File: src/hw/rtl/csa_pkg.sv
`default_nettype none
package csa_pkg;

    localparam int ADDR_BITS = 16;
    localparam int ID_BITS   = 8;
    localparam int SIZE_W    = 17;
    localparam int MAX_RESULTS = 32;

    localparam logic [SIZE_W-1:0] TOT_MAX = SIZE_W'(1) << ADDR_BITS;

    // Commands
    localparam logic [1:0] CMD_REQ = 2'd0;
    localparam logic [1:0] CMD_REL = 2'd1;
    localparam logic [1:0] CMD_CMP = 2'd2;
    localparam logic [1:0] CMD_REP = 2'd3;

    // Fit strategies
    localparam logic [1:0] STRAT_FIRST = 2'd0;
    localparam logic [1:0] STRAT_BEST  = 2'd1;
    localparam logic [1:0] STRAT_WORST = 2'd2;
    localparam logic [1:0] STRAT_BAD   = 2'd3;

    // Status codes
    localparam logic [2:0] ST_OK       = 3'd0;
    localparam logic [2:0] ST_NOFIT    = 3'd1;
    localparam logic [2:0] ST_UNKNOWN  = 3'd2;
    localparam logic [2:0] ST_BADSTRAT = 3'd3;
    localparam logic [2:0] ST_NOFREE   = 3'd4;
    localparam logic [2:0] ST_FULL     = 3'd5;

    typedef struct packed {
        logic [1:0]        cmd;
        logic [ID_BITS-1:0] proc_id;
        logic [SIZE_W-1:0] req_size;
        logic [1:0]        strategy;
    } t_cmd_item;

    typedef struct packed {
        logic [2:0]           status;
        logic [ADDR_BITS-1:0] seg_start;
        logic [ADDR_BITS-1:0] seg_end;
        logic                 seg_in_use;
        logic [ID_BITS-1:0]   seg_owner;
        logic                 last;
    } t_res_item;

    // One table entry as held in the segment memory.
    typedef struct packed {
        logic [ADDR_BITS-1:0] seg_start;
        logic [ADDR_BITS-1:0] seg_end;
        logic                 used;
        logic [ID_BITS-1:0]   owner;
    } t_entry;

    // Error result: given status, all other fields zero, final item.
    function automatic t_res_item err_res(input logic [2:0] st);
        t_res_item r;
        r        = '0;
        r.status = st;
        r.last   = 1'b1;
        return r;
    endfunction

endpackage
`default_nettype wire

File: src/hw/rtl/csa_ram.sv
`default_nettype none
module csa_ram #(
    parameter int WIDTH = 8,
    parameter int DEPTH = 32
) (
    input  wire logic                     i_clk,
    input  wire logic                     i_we,
    input  wire logic [$clog2(DEPTH)-1:0] i_waddr,
    input  wire logic [WIDTH-1:0]         i_wdata,
    input  wire logic [$clog2(DEPTH)-1:0] i_raddr,
    output logic      [WIDTH-1:0]         o_rdata
);

    logic [WIDTH-1:0] r_mem [DEPTH];

    // One write port, one registered read port
    always_ff @(posedge i_clk) begin
        if (i_we) begin
            r_mem[i_waddr] <= i_wdata;
        end
        o_rdata <= r_mem[i_raddr];
    end

endmodule
`default_nettype wire

File: src/hw/rtl/contiguous_segment_allocator.sv
// Contiguous segment allocator. The segment table (start, end, owner, used) sits in one
// single-port-read / single-port-write RAM of MAX_SEGMENTS entries with a registered read
// port; a sequencer walks it one entry per cycle. A request scans the table and, when a
// hole is split, moves the entries above it up one slot; a release scans, then moves the
// merged entries down; a compact scans and repacks the used segments; a report reads the
// reported segments one at a time. Output stalls hold the sequencer. Writing total_size
// rebuilds the table as one free segment.
// The input is taken only while the sequencer is idle; results leave through an output
// register, so a new item can be taken while the last result still waits.
`default_nettype none
module contiguous_segment_allocator import csa_pkg::*; #(
    parameter int MAX_SEGMENTS = 32
) (
    input  wire logic              i_clk,
    input  wire logic              i_rst_n,
    input  wire logic              i_in_valid,
    output logic                   o_in_ready,
    input  wire t_cmd_item         i_in,
    output logic                   o_out_valid,
    input  wire logic              i_out_ready,
    output t_res_item              o_out,
    input  wire logic              i_cfg_we,
    input  wire logic [SIZE_W-1:0] i_cfg_data
);

    localparam int IW = $clog2(MAX_SEGMENTS);
    localparam int CW = $clog2(MAX_SEGMENTS + 1);
    localparam int EW = $bits(t_entry);
    localparam logic [CW-1:0] CNT_MAX = CW'(MAX_SEGMENTS);

    localparam logic [3:0] S_INIT    = 4'd0;
    localparam logic [3:0] S_IDLE    = 4'd1;
    localparam logic [3:0] S_SCAN    = 4'd2;
    localparam logic [3:0] S_RQ_DEC  = 4'd3;
    localparam logic [3:0] S_SHIFT   = 4'd4;
    localparam logic [3:0] S_RQ_W1   = 4'd5;
    localparam logic [3:0] S_RQ_W0   = 4'd6;
    localparam logic [3:0] S_RL_RDN  = 4'd7;
    localparam logic [3:0] S_RL_GOTN = 4'd8;
    localparam logic [3:0] S_CP_END  = 4'd9;
    localparam logic [3:0] S_RP_RD   = 4'd10;
    localparam logic [3:0] S_RP_LD   = 4'd11;
    localparam logic [3:0] S_EMIT    = 4'd12;

    // Control state
    logic [3:0]        r_state, n_state;
    logic [3:0]        r_after, n_after;
    logic [SIZE_W-1:0] r_tot, n_tot;
    logic [CW-1:0]     r_cnt, n_cnt;
    logic              r_dv, n_dv;
    logic              r_stop, n_stop;
    logic              r_found, n_found;
    logic              r_sdv, n_sdv;
    logic              r_up, n_up;
    logic              r_anyfree, n_anyfree;
    logic              r_ov, n_ov;
    logic [CW-1:0]     r_ri, n_ri;
    logic [CW-1:0]     r_src, n_src;
    logic [CW-1:0]     r_wa, n_wa;
    logic [CW-1:0]     r_left, n_left;
    logic [CW-1:0]     r_nw, n_nw;

    // Payload
    t_cmd_item         r_item, n_item;
    logic [IW-1:0]     r_di, n_di;
    logic [IW-1:0]     r_pi, n_pi;
    t_entry            r_pe, n_pe;
    t_entry            r_prev, n_prev;
    logic [SIZE_W-1:0] r_psz, n_psz;
    logic [SIZE_W-1:0] r_next, n_next;
    t_res_item         r_res, n_res;
    t_res_item         r_out, n_out;

    // RAM port
    logic          ram_we;
    logic [IW-1:0] ram_wa;
    logic [EW-1:0] ram_wd;
    logic [IW-1:0] ram_ra;
    logic [EW-1:0] ram_rd;
    t_entry        rd;
    t_entry        we_ent;

    logic [SIZE_W-1:0] d_size;
    logic [SIZE_W-1:0] cp_end;
    logic [SIZE_W-1:0] tot_m1;
    logic [SIZE_W-1:0] rq_nstart;
    logic [SIZE_W-1:0] rq_end;
    logic [CW-1:0]     pi_nx;
    logic [CW-1:0]     rl_p;
    logic [CW-1:0]     rl_d;
    logic              nfree, pfree, rep_last, fit;

    csa_ram #(.WIDTH(EW), .DEPTH(MAX_SEGMENTS)) u_ram (
        .i_clk   (i_clk),
        .i_we    (ram_we),
        .i_waddr (ram_wa),
        .i_wdata (ram_wd),
        .i_raddr (ram_ra),
        .o_rdata (ram_rd)
    );

    assign rd     = t_entry'(ram_rd);
    assign ram_wd = EW'(we_ent);

    // Datapath helpers
    assign d_size    = SIZE_W'(rd.seg_end) - SIZE_W'(rd.seg_start) + SIZE_W'(1);
    assign cp_end    = r_next + d_size - SIZE_W'(1);
    assign tot_m1    = r_tot - SIZE_W'(1);
    assign rq_nstart = SIZE_W'(r_pe.seg_start) + r_item.req_size;
    assign rq_end    = rq_nstart - SIZE_W'(1);
    assign pi_nx     = CW'(r_pi) + CW'(1);
    assign nfree     = (pi_nx < r_cnt) && !rd.used;
    assign pfree     = (r_pi != '0) && !r_prev.used;
    assign rl_p      = pfree ? CW'(r_pi) : pi_nx;
    assign rl_d      = CW'(nfree) + CW'(pfree);
    assign rep_last  = ((r_ri + CW'(1)) == r_cnt) || (32'(r_ri) == MAX_RESULTS - 1);
    assign fit       = !rd.used && (d_size >= r_item.req_size);

    always_comb begin
        n_state   = r_state;
        n_after   = r_after;
        n_tot     = r_tot;
        n_cnt     = r_cnt;
        n_dv      = r_dv;
        n_stop    = r_stop;
        n_found   = r_found;
        n_sdv     = r_sdv;
        n_up      = r_up;
        n_anyfree = r_anyfree;
        n_ov      = r_ov && !i_out_ready;
        n_ri      = r_ri;
        n_src     = r_src;
        n_wa      = r_wa;
        n_left    = r_left;
        n_nw      = r_nw;
        n_item    = r_item;
        n_di      = r_di;
        n_pi      = r_pi;
        n_pe      = r_pe;
        n_prev    = r_prev;
        n_psz     = r_psz;
        n_next    = r_next;
        n_res     = r_res;
        n_out     = r_out;
        ram_we    = 1'b0;
        ram_wa    = '0;
        ram_ra    = '0;
        we_ent    = '0;

        case (r_state)
            // One free segment covering the whole range
            S_INIT: begin
                ram_we         = 1'b1;
                we_ent.seg_end = tot_m1[ADDR_BITS-1:0];
                n_cnt          = CW'(1);
                n_state        = S_IDLE;
            end

            S_IDLE: begin
                if (i_in_valid) begin
                    n_item    = i_in;
                    n_ri      = '0;
                    n_dv      = 1'b0;
                    n_stop    = 1'b0;
                    n_found   = 1'b0;
                    n_nw      = '0;
                    n_next    = '0;
                    n_anyfree = 1'b0;
                    n_prev    = '0;
                    case (i_in.cmd)
                        CMD_REQ: begin
                            if (i_in.strategy == STRAT_BAD) begin
                                n_res   = err_res(ST_BADSTRAT);
                                n_state = S_EMIT;
                            end else if (i_in.req_size == '0) begin
                                n_res   = err_res(ST_NOFIT);
                                n_state = S_EMIT;
                            end else begin
                                n_state = S_SCAN;
                            end
                        end
                        CMD_REL, CMD_CMP: n_state = S_SCAN;
                        default: n_state = S_RP_RD;
                    endcase
                end
            end

            // Pipelined walk over the table: read one ahead, process last read
            S_SCAN: begin
                if ((r_ri < r_cnt) && !r_stop) begin
                    ram_ra = r_ri[IW-1:0];
                    n_ri   = r_ri + CW'(1);
                    n_dv   = 1'b1;
                    n_di   = r_ri[IW-1:0];
                end else begin
                    n_dv = 1'b0;
                end
                if (r_dv && !r_stop) begin
                    case (r_item.cmd)
                        CMD_REQ: begin
                            if (fit && (!r_found
                                    || (r_item.strategy == STRAT_BEST && d_size < r_psz)
                                    || (r_item.strategy == STRAT_WORST && d_size > r_psz)))
                            begin
                                n_found = 1'b1;
                                n_pi    = r_di;
                                n_pe    = rd;
                                n_psz   = d_size;
                                if (r_item.strategy == STRAT_FIRST) begin
                                    n_stop = 1'b1;
                                end
                            end
                        end
                        CMD_REL: begin
                            if (rd.used && rd.owner == r_item.proc_id) begin
                                n_found = 1'b1;
                                n_pi    = r_di;
                                n_pe    = rd;
                                n_stop  = 1'b1;
                            end else begin
                                n_prev = rd;
                            end
                        end
                        CMD_CMP: begin
                            // Repack used segments in place, lowest slot first
                            if (rd.used) begin
                                ram_we           = 1'b1;
                                ram_wa           = r_nw[IW-1:0];
                                we_ent.seg_start = r_next[ADDR_BITS-1:0];
                                we_ent.seg_end   = cp_end[ADDR_BITS-1:0];
                                we_ent.used      = 1'b1;
                                we_ent.owner     = rd.owner;
                                n_nw             = r_nw + CW'(1);
                                n_next           = r_next + d_size;
                            end else begin
                                n_anyfree = 1'b1;
                            end
                        end
                        default: ;
                    endcase
                end
                if (!r_dv && ((r_ri >= r_cnt) || r_stop)) begin
                    case (r_item.cmd)
                        CMD_REQ: n_state = S_RQ_DEC;
                        CMD_REL: begin
                            if (r_found) begin
                                n_state = S_RL_RDN;
                            end else begin
                                n_res   = err_res(ST_UNKNOWN);
                                n_state = S_EMIT;
                            end
                        end
                        default: n_state = S_CP_END;
                    endcase
                end
            end

            S_RQ_DEC: begin
                if (!r_found) begin
                    n_res   = err_res(ST_NOFIT);
                    n_state = S_EMIT;
                end else if (r_psz != r_item.req_size) begin
                    if (r_cnt >= CNT_MAX) begin
                        n_res   = err_res(ST_FULL);
                        n_state = S_EMIT;
                    end else begin
                        // Move entries above the hole up one slot
                        n_src   = r_cnt - CW'(1);
                        n_wa    = r_cnt;
                        n_left  = r_cnt - pi_nx;
                        n_up    = 1'b1;
                        n_sdv   = 1'b0;
                        n_after = S_RQ_W1;
                        n_state = S_SHIFT;
                    end
                end else begin
                    n_state = S_RQ_W0;
                end
            end

            // Block move, one entry per cycle
            S_SHIFT: begin
                if (r_left != '0) begin
                    ram_ra = r_src[IW-1:0];
                    n_src  = r_up ? r_src - CW'(1) : r_src + CW'(1);
                    n_left = r_left - CW'(1);
                    n_sdv  = 1'b1;
                end else begin
                    n_sdv = 1'b0;
                end
                if (r_sdv) begin
                    ram_we = 1'b1;
                    ram_wa = r_wa[IW-1:0];
                    we_ent = rd;
                    n_wa   = r_up ? r_wa - CW'(1) : r_wa + CW'(1);
                end
                if ((r_left == '0) && !r_sdv) begin
                    n_state = r_after;
                end
            end

            // Remainder of the split hole
            S_RQ_W1: begin
                ram_we           = 1'b1;
                ram_wa           = pi_nx[IW-1:0];
                we_ent.seg_start = rq_nstart[ADDR_BITS-1:0];
                we_ent.seg_end   = r_pe.seg_end;
                n_cnt            = r_cnt + CW'(1);
                n_state          = S_RQ_W0;
            end

            S_RQ_W0: begin
                ram_we           = 1'b1;
                ram_wa           = r_pi;
                we_ent.seg_start = r_pe.seg_start;
                we_ent.seg_end   = rq_end[ADDR_BITS-1:0];
                we_ent.used      = 1'b1;
                we_ent.owner     = r_item.proc_id;
                n_res            = '0;
                n_res.status     = ST_OK;
                n_res.seg_start  = r_pe.seg_start;
                n_res.seg_end    = rq_end[ADDR_BITS-1:0];
                n_res.seg_in_use = 1'b1;
                n_res.seg_owner  = r_item.proc_id;
                n_res.last       = 1'b1;
                n_state          = S_EMIT;
            end

            S_RL_RDN: begin
                ram_ra  = pi_nx[IW-1:0];
                n_state = S_RL_GOTN;
            end

            // Merge with free neighbors, then close the gap
            S_RL_GOTN: begin
                ram_we           = 1'b1;
                ram_wa           = pfree ? r_pi - IW'(1) : r_pi;
                we_ent.seg_start = pfree ? r_prev.seg_start : r_pe.seg_start;
                we_ent.seg_end   = nfree ? rd.seg_end : r_pe.seg_end;
                n_res            = '0;
                n_res.status     = ST_OK;
                n_res.seg_start  = we_ent.seg_start;
                n_res.seg_end    = we_ent.seg_end;
                n_res.last       = 1'b1;
                n_src            = rl_p + rl_d;
                n_wa             = rl_p;
                n_left           = (rl_d == '0) ? '0 : r_cnt - rl_p - rl_d;
                n_up             = 1'b0;
                n_sdv            = 1'b0;
                n_cnt            = r_cnt - rl_d;
                n_after          = S_EMIT;
                n_state          = S_SHIFT;
            end

            S_CP_END: begin
                if (r_anyfree) begin
                    ram_we           = 1'b1;
                    ram_wa           = r_nw[IW-1:0];
                    we_ent.seg_start = r_next[ADDR_BITS-1:0];
                    we_ent.seg_end   = tot_m1[ADDR_BITS-1:0];
                    n_cnt            = r_nw + CW'(1);
                    n_res            = '0;
                    n_res.status     = ST_OK;
                    n_res.seg_start  = r_next[ADDR_BITS-1:0];
                    n_res.seg_end    = tot_m1[ADDR_BITS-1:0];
                    n_res.last       = 1'b1;
                end else begin
                    n_res = err_res(ST_NOFREE);
                end
                n_state = S_EMIT;
            end

            // Report: read an entry once the output slot will be free
            S_RP_RD: begin
                if (!r_ov || i_out_ready) begin
                    ram_ra  = r_ri[IW-1:0];
                    n_state = S_RP_LD;
                end
            end

            S_RP_LD: begin
                n_out.status     = ST_OK;
                n_out.seg_start  = rd.seg_start;
                n_out.seg_end    = rd.seg_end;
                n_out.seg_in_use = rd.used;
                n_out.seg_owner  = rd.owner;
                n_out.last       = rep_last;
                n_ov             = 1'b1;
                if (rep_last) begin
                    n_state = S_IDLE;
                end else begin
                    n_ri    = r_ri + CW'(1);
                    n_state = S_RP_RD;
                end
            end

            S_EMIT: begin
                if (!r_ov || i_out_ready) begin
                    n_out   = r_res;
                    n_ov    = 1'b1;
                    n_state = S_IDLE;
                end
            end

            default: n_state = S_IDLE;
        endcase

        // Size write: clamp and rebuild the table
        if (i_cfg_we) begin
            if (i_cfg_data == '0) begin
                n_tot = SIZE_W'(1);
            end else if (i_cfg_data > TOT_MAX) begin
                n_tot = TOT_MAX;
            end else begin
                n_tot = i_cfg_data;
            end
            n_state = S_INIT;
        end
    end

    always_ff @(posedge i_clk) begin
        if (!i_rst_n) begin
            r_state   <= S_INIT;
            r_after   <= S_IDLE;
            r_tot     <= TOT_MAX;
            r_cnt     <= CW'(1);
            r_dv      <= 1'b0;
            r_stop    <= 1'b0;
            r_found   <= 1'b0;
            r_sdv     <= 1'b0;
            r_up      <= 1'b0;
            r_anyfree <= 1'b0;
            r_ov      <= 1'b0;
            r_ri      <= '0;
            r_src     <= '0;
            r_wa      <= '0;
            r_left    <= '0;
            r_nw      <= '0;
        end else begin
            r_state   <= n_state;
            r_after   <= n_after;
            r_tot     <= n_tot;
            r_cnt     <= n_cnt;
            r_dv      <= n_dv;
            r_stop    <= n_stop;
            r_found   <= n_found;
            r_sdv     <= n_sdv;
            r_up      <= n_up;
            r_anyfree <= n_anyfree;
            r_ov      <= n_ov;
            r_ri      <= n_ri;
            r_src     <= n_src;
            r_wa      <= n_wa;
            r_left    <= n_left;
            r_nw      <= n_nw;
        end
    end

    always_ff @(posedge i_clk) begin
        r_item <= n_item;
        r_di   <= n_di;
        r_pi   <= n_pi;
        r_pe   <= n_pe;
        r_prev <= n_prev;
        r_psz  <= n_psz;
        r_next <= n_next;
        r_res  <= n_res;
        r_out  <= n_out;
    end

    assign o_in_ready  = (r_state == S_IDLE);
    assign o_out_valid = r_ov;
    assign o_out       = r_out;

endmodule
`default_nettype wire

File: config.mk
export PLATFORM = sky130hd
export DESIGN_NAME = contiguous_segment_allocator
export DESIGN_NICKNAME = d
export VERILOG_FILES = /design/src/hw/rtl/csa_pkg.sv /design/src/hw/rtl/csa_ram.sv /design/src/hw/rtl/contiguous_segment_allocator.sv
export SDC_FILE = /design/constraint.sdc
export NUM_CORES = 2
export LEC_CHECK = 0
export ABC_AREA = 1
export BUFFER_PORTS_ARGS = -buffer_cell sky130_fd_sc_hd__buf_4
export CORE_UTILIZATION = 35
export DETAILED_ROUTE_END_ITERATION = 7
export SETUP_SLACK_MARGIN = 0.3
export SLEW_MARGIN = 20
export SYNTH_ARGS = -nofsm -noshare
export SYNTH_HDL_FRONTEND = slang
export SYNTH_SLANG_ARGS = --single-unit
File: constraint.sdc
create_clock -name i_clk -period 5.88 [get_ports i_clk]
set_input_delay 0 -clock i_clk [delete_from_list [all_inputs] [get_ports i_clk]]
set_output_delay 0 -clock i_clk [all_outputs]
set_load 0.005 [all_outputs]
-- Word-level counts from Yosys, hierarchy flattened
Memories as Yosys holds them, arrays and structs flattened. A register that Yosys moved wholly into a read port is not among the register bits.
Cells that the tools add are included.
- add/subtract/negate cells: 24
- multiplexer cells: 137
- equal/unequal tests: 53
- bitwise operators: 1
- reductions and logical operators: 66
- $lt $le $gt $ge: 8
- operator list (operator ; number):
    45-bit two-way mux ; 12
    41-bit two-way mux ; 10
    45-bit case mux with 6 select lines ; 1
    41-bit case mux with 2 select lines ; 2
    6-bit two-way mux ; 23
    16-bit case mux with 7 select lines ; 1
    16-bit case mux with 6 select lines ; 1
    45-bit case mux with 2 select lines ; 1
    6-bit case mux with 3 select lines ; 4
    17-bit two-way mux ; 4
    16-bit two-way mux ; 4
    4-bit two-way mux ; 15
    5-bit two-way mux ; 11
    16-bit by 1-bit subtractor with 16-bit output (second input constant) ; 3
    4-bit case mux with 11 select lines ; 1
    2-bit inequality test (second input constant) ; 19
    5-bit AND reduction ; 7
    17-bit logical NOT ; 2
    17-bit case mux with 2 select lines ; 1
    32-bit two-way mux ; 1
    6-bit by 1-bit adder with 6-bit output (second input constant) ; 5
    5-bit case mux with 6 select lines ; 1
    9-bit case mux with 3 select lines ; 1
    1-bit two-way mux ; 26
    58 further kinds ; 133
- word-level logic and storage cells: 330
- flip-flop bits (word level): 279
- memories: 1
- memory bits (writable): 1312
- memories (name ; words ; bits a word ; read ports ; clocked after memory_dff ; wr ports ; line ; RTL):
    u_ram.r_mem ; 32 ; 41 ; 1 ; 1 ; 1 ; csa_ram.sv:14 ; logic [WIDTH-1:0] r_mem [DEPTH];

-- Logic depth before layout (Yosys ltp)
- depth after elaboration: 11
- gate-level depth with buffers: 28

-- By module
A second synthesis with hierarchy kept.
- cell total of the unflattened synthesis: 7038
- area, all modules: 74945.6 um^2
- by module, submodules not included (module ; area each (um^2) ; cells each ; times used):
    csa_ram ; 55465.7 ; 4516 ; 1
    contiguous_segment_allocator ; 19479.9 ; 2522 ; 1

-- Worst setup path before layout
Ideal clock, no wire load.
- path type: register to register
- start: register u_ram.o_rdata[28], read port of u_ram.r_mem
- end: register r_pe[10] (netlist name), enable pin
- period minus slack after synthesis: 5527 ps
- stages on the path, launching flop included: 25
- data arrival time: 5083 ps
- setup slack: 353 ps
- required time: 5436 ps
- setup time: 444 ps
- path through: dfxtp_1 > inv_1 > ha_1 > ha_1 > nand3_1 > nand2_1 > a21oi_1 > o21ai_0 > a21boi_0 > o21ai_0 > nand3_1 > nand2_1 > nand2_1 > nand2_1 > inv_1 > ha_1 > a21oi_1 > o21ai_0 > nor2_1 > nand2_1 > a21oi_1 > nand3_1 > nand3_1 > nand2_1 > a21oi_1
- cells in the longest elaborated chain, start to end: 9
- elaborated cells between the ends (all ways): 13
- those cells by class: 2 x add/sub; 3 x order compare; 1 x eq/ne; 7 x reduce/logical
- ends and longest elaborated chain (element ; line ; RTL):
    start, declared ; csa_ram.sv:11 ; output logic [WIDTH-1:0] o_rdata
    16-bit by 16-bit subtractor with 17-bit output (*) ; contiguous_segment_allocator.sv:106 ; assign d_size = SIZE_W'(rd.seg_end) - SIZE_W'(rd.seg_start) + SIZE_W'(1);
    17-bit by 1-bit adder with 17-bit output (*) ; contiguous_segment_allocator.sv:106 ;
    via d_size[14] ; contiguous_segment_allocator.sv:83 ; logic [SIZE_W-1:0] d_size;
    17-bit less-than comparator ; contiguous_segment_allocator.sv:202 ; || (r_item.strategy == STRAT_BEST && d_size < r_psz)
    1-bit logical AND ; contiguous_segment_allocator.sv:202 ;
    1-bit logical OR ; contiguous_segment_allocator.sv:202 ;
    1-bit logical OR ; contiguous_segment_allocator.sv:203 ; || (r_item.strategy == STRAT_WORST && d_size > r_psz)))
    1-bit logical AND (*) ; contiguous_segment_allocator.sv:201 ; if (fit && (!r_found
    2-bit inequality test (no line) (*) ; - ;
    5-bit AND reduction (no line) (*) ; - ;
    end signal, assigned ; contiguous_segment_allocator.sv:463 ; r_pe <= n_pe;
    end, declared ; contiguous_segment_allocator.sv:67 ; t_entry r_pe, n_pe;
Mark *: on every way through the listed nets, which the timed path passes. The rest lies on a longest branch.
A chain may end at the register's enable or synchronous reset.

-- Worst setup path in the final report
- start: register u_ram.o_rdata[28], read port of u_ram.r_mem
- end: memory u_ram.r_mem[2][21] (netlist name), data pin
- cells in the longest elaborated chain, start to end: 8
- ends and longest elaborated chain (element ; line ; RTL):
    16-bit by 16-bit subtractor with 17-bit output ; contiguous_segment_allocator.sv:106 ;
    17-bit by 1-bit adder with 17-bit output ; contiguous_segment_allocator.sv:106 ;
    via d_size[8] ; contiguous_segment_allocator.sv:83 ;
    17-bit adder ; - ;
    16-bit by 1-bit subtractor with 16-bit output ; contiguous_segment_allocator.sv:107 ; assign cp_end = r_next + d_size - SIZE_W'(1);
    41-bit two-way mux ; contiguous_segment_allocator.sv:226 ; if (rd.used) begin
    41-bit two-way mux ; contiguous_segment_allocator.sv:199 ; case (r_item.cmd)
    41-bit two-way mux ; contiguous_segment_allocator.sv:198 ; if (r_dv && !r_stop) begin
    16-bit case mux with 7 select lines ; contiguous_segment_allocator.sv:150 ; case (r_state)
    via ram_wd[21] ; contiguous_segment_allocator.sv:77 ; logic [EW-1:0] ram_wd;
    end, declared ; csa_ram.sv:14 ;
The timed path passes the listed nets, and every way through them passes these cells.

==> flow_summary.toml <==
[outcome]
status = "completed"

[clock_network]
htreeDepth = 4
post_cts_buffers = 0
ctsResizeCount = 0
clk_pin_slew_ns = 0.06
cts_inserted_buffers = 174
hold_buffers = 108
cts_tree = "yes"
insertion_delay_ns = 0.84
cts_root_buf = "clkbuf_16"
cts_sinks = 1627
cts.path.max_buffers = 3

[setup_path]
path_max_fanout = 32
r2r-start = "u_ram.o_rdata[28]"
cpMostUsedCell = "nand2_1"
reg2reg_depth = 23
path_class = "flip-flop to flip-flop"
cp-start-kind = "flip-flop"
end_kind = "flip-flop"
required_ns = 6.48
r2r_setup_slack_ns = 0.73
crit_chain = "inv_1 -> ha_1 -> ha_1 -> a21oi_1 -> nand2_1 -> a21oi_1 -> o21ai_0 -> buf_4 -> xor2_1 -> ha_1 -> nand2_1 -> nor2_1 -> nand3_1 -> nand3_1 -> nand2_1 -> nand2_1 -> nand2_1 -> nor2_1 -> nand2_1 -> nand2_1 -> nand3_1 -> nand4_1 -> buf_4"
cp.arrival_ns = 5.75
r2r-end = "u_ram.r_mem[2][21]"
crit_slowest_cell = "xor2_1"
cp_slowest_stage_delay_ns = 0.56

[worst_hold_path]
hp-class = "primary input to flip-flop"
min_from = "i_rst_n"
whs_path_depth = 3
min_to = "r_after[0]"

[synth]
yosys.cell_types.count = 44
synth_edf_count = 1522
ys.flop_type = "edfxtp_1"
synth.ff_latch_count = 1627
synth.top_cells.by_area = "edfxtp_1 57%, nand3_1 8.3%, inv_1 7.9%, nand2_1 7.1%, nand4_1 5.6%"
yosysTopAreaCellShare_pct = 57.4
synth-seq-area-share_pct = 60.1
yosys-top-cells-count = "1,684 x inv_1, 1,522 x edfxtp_1, 1,499 x nand2_1, 1,312 x nand3_1, 716 x nand4_1"
synth_cells = 8359
async_flop_share_pct = 0
avgSynthCellArea_sq_um = 9.52
syn_nets = 8565
syn_area_sq_mm = 0.0796
post-synth-top-count-cell = "inv_1"
yosysWarnings = 0
yosysTopAreaCell = "edfxtp_1"

[global_routing]
grt_max_degree = 166
grt_overflow = 0
antenna_found_initial = 16
grt_pass1_vias = 58400
grt_pass1_wl_microns = 385000
grtUsageTotal_pct = 22.3

[placement]
dp_cells = 11100
port-buffer-count = 97
place_hpwl_microns = 147000
placedInstanceArea_sq_mm = 0.0845
preCtsSetupSlack_ns = 0.885
gp_routability_congestion = 0.937

[sta]
period_share_pct = 87.6
finalSetupViolCount = 0
fin_ws_ns = 0.728
skew_ns = 0.0345
setup_tns_ns = 0
worst_pin_slew_ns = 1.15
slew_violations = 0
maxSlewHeadroom_pct = 23.5
max_freq_mhz = 194
hold_viol = 0
period_minus_slack_ns = 5.15
grt_setup_unrepaired = "false"

[pwr]
p_per_area_mw_per_mm2 = 326
power_frac_seq_pct = 44.5
peakVddDrop_mv = 0.339
p_total_mw = 29.7
p_switching_mw = 8.67
cell_internal_pwr_mw = 21.1
combPwrFrac_pct = 18.7
switching_share_pct = 29.2
p_leak_nw = 38.9
p_clk_share_pct = 36.8

[final_layout]
area_delta_synth_final_pct = 14.7
instances_no_fill = 11600
fin_nets = 8632
final_area_sq_mm = 0.0913
nFillCells = 21700
drive_above_1_share_pct = 7.10

[route]
viasPerCell = 5.36
drtPass1Iterations = 6
drtIter0Drc = 7520
wirelength_microns = 262000
drcViolationCount = 0
antenna_left = 0
wl_per_cell_microns = 22.6
vias = 62000

[floorplan]
fp-row-count = 174
ios = 98
start_util_pct = 35.3
die_w_microns = 479
die_h_microns = 479
core_sq_mm = 0.225
dieArea_sq_mm = 0.229

[job]
cap_violations = 0
-- final cells by class --
type	instances	area [sq um]	share of cell area, %
clock inverters	99	903	0.990
flip-flops and latches	1627	47800	52.4
diodes	5	12.5	0.0137
inverters	1692	6370	6.98
clock buffers	218	4690	5.14
multi-input cells	4555	23800	26.1
repair buffers	376	3940	4.32
well taps	2992	3740	4.10
-- how the worst max path moves through the flow --
stage | from | to | slack, ns | cells past startpoint
global route | u_ram.o_rdata[28] | r_pe[38] | 0.44 | 25
CTS | u_ram.o_rdata[28] | r_pe[26] | 0.86 | 21
global placement | u_ram.o_rdata[28] | r_pe[25] | 0.88 | 25
floorplan | u_ram.o_rdata[28] | r_pe[10] | 0.35 | 24
finish | u_ram.o_rdata[28] | u_ram.r_mem[2][21] | 0.73 | 23
detailed placement | u_ram.o_rdata[28] | r_pe[26] | 0.89 | 21
-- flip-flops by register name, summed over array words and instances, names as in the netlist, 6 cells and up --
register	count
o_out	45
r_left	6
u_ram.o_rdata	41
r_pe	32
u_ram.r_mem	1312
r_cnt	6
r_item	29
r_prev	17
r_psz	17
r_ri	6
r_nw	6
r_tot	16
r_next	16
r_res	44
-- worst max-delay path, delay by kind of cell (launching register included) --
| family | cells | cell delay, ns |
|---|---|---|
| simple gates | 13 | 1.82 |
| fa+ha+maj | 3 | 0.93 |
| compound gates | 3 | 0.63 |
| buf+inv | 3 | 0.60 |
| xor+xnor | 1 | 0.56 |
| flops | 1 | 0.35 |
-- power by group through the flow --
stage | Combinational (mW) | Clock (mW) | Sequential (mW)
2_1_floorplan | 3.53 | 0 | 13.4
3_3_place_gp | 5.39 | 0 | 13.4
3_5_place_dp | 5.41 | 0 | 13.5
4_1_cts | 5.49 | 11.1 | 13.2
5_1_grt | 6.19 | 11.5 | 13.2
6_report | 5.57 | 10.9 | 13.2
-- cells by family (layout without fill, tap and decap cells) --
family                   Yosys count  after routing  synth area share (%)
adder cells (fa/ha/maj)          155            155                  2.53
XOR/XNOR                          69             69                 0.759
buffers and inverters           2177           2385                  10.7
other                              0              5                     0
AO/OA/AOI/OAI                    435            435                  3.12
flip-flops                      1627           1627                  60.1
AND/OR/NAND/NOR                 3896           3896                  22.8
-- metal layers --
layer / global-route usage [%] / wire (microns)
met1: 30.3 / 109000
met4: 8.29 / 9360
met3: 4.36 / 25100
met5: 0 / 69
met2: 35.2 / 119000
-- placed cells by master, fill, tap and decap left out, types with 48 or more instances in the layout --
cell type / Yosys / routed
inv_1: 1684 / 1681
edfxtp_1: 1522 / 1522
nand2_1: 1499 / 1499
nand3_1: 1312 / 1309
nand4_1: 716 / 716
nor2_1: 321 / 283
buf_4: 1 / 201
clkbuf_16: 0 / 177
a21oi_1: 162 / 159
o21ai_0: 155 / 150
ha_1: 145 / 145
dlygate4sd3_1: 0 / 108
dfxtp_1: 105 / 105
buf_12: 0 / 66
xor2_1: 48 / 48
-- metrics by stage --
stage | util (%) | hold slack, ns
6_report | 40.5 | 0.155
3_3_place_gp | 37.5 | 0.181
4_1_cts | 40.5 | 0.0997
5_1_grt | 40.5 | 0.135
3_5_place_dp | 37.5 | 0.180
2_1_floorplan | - | 0.0989
No activity file was read; power rests on OpenSTA's default activity.
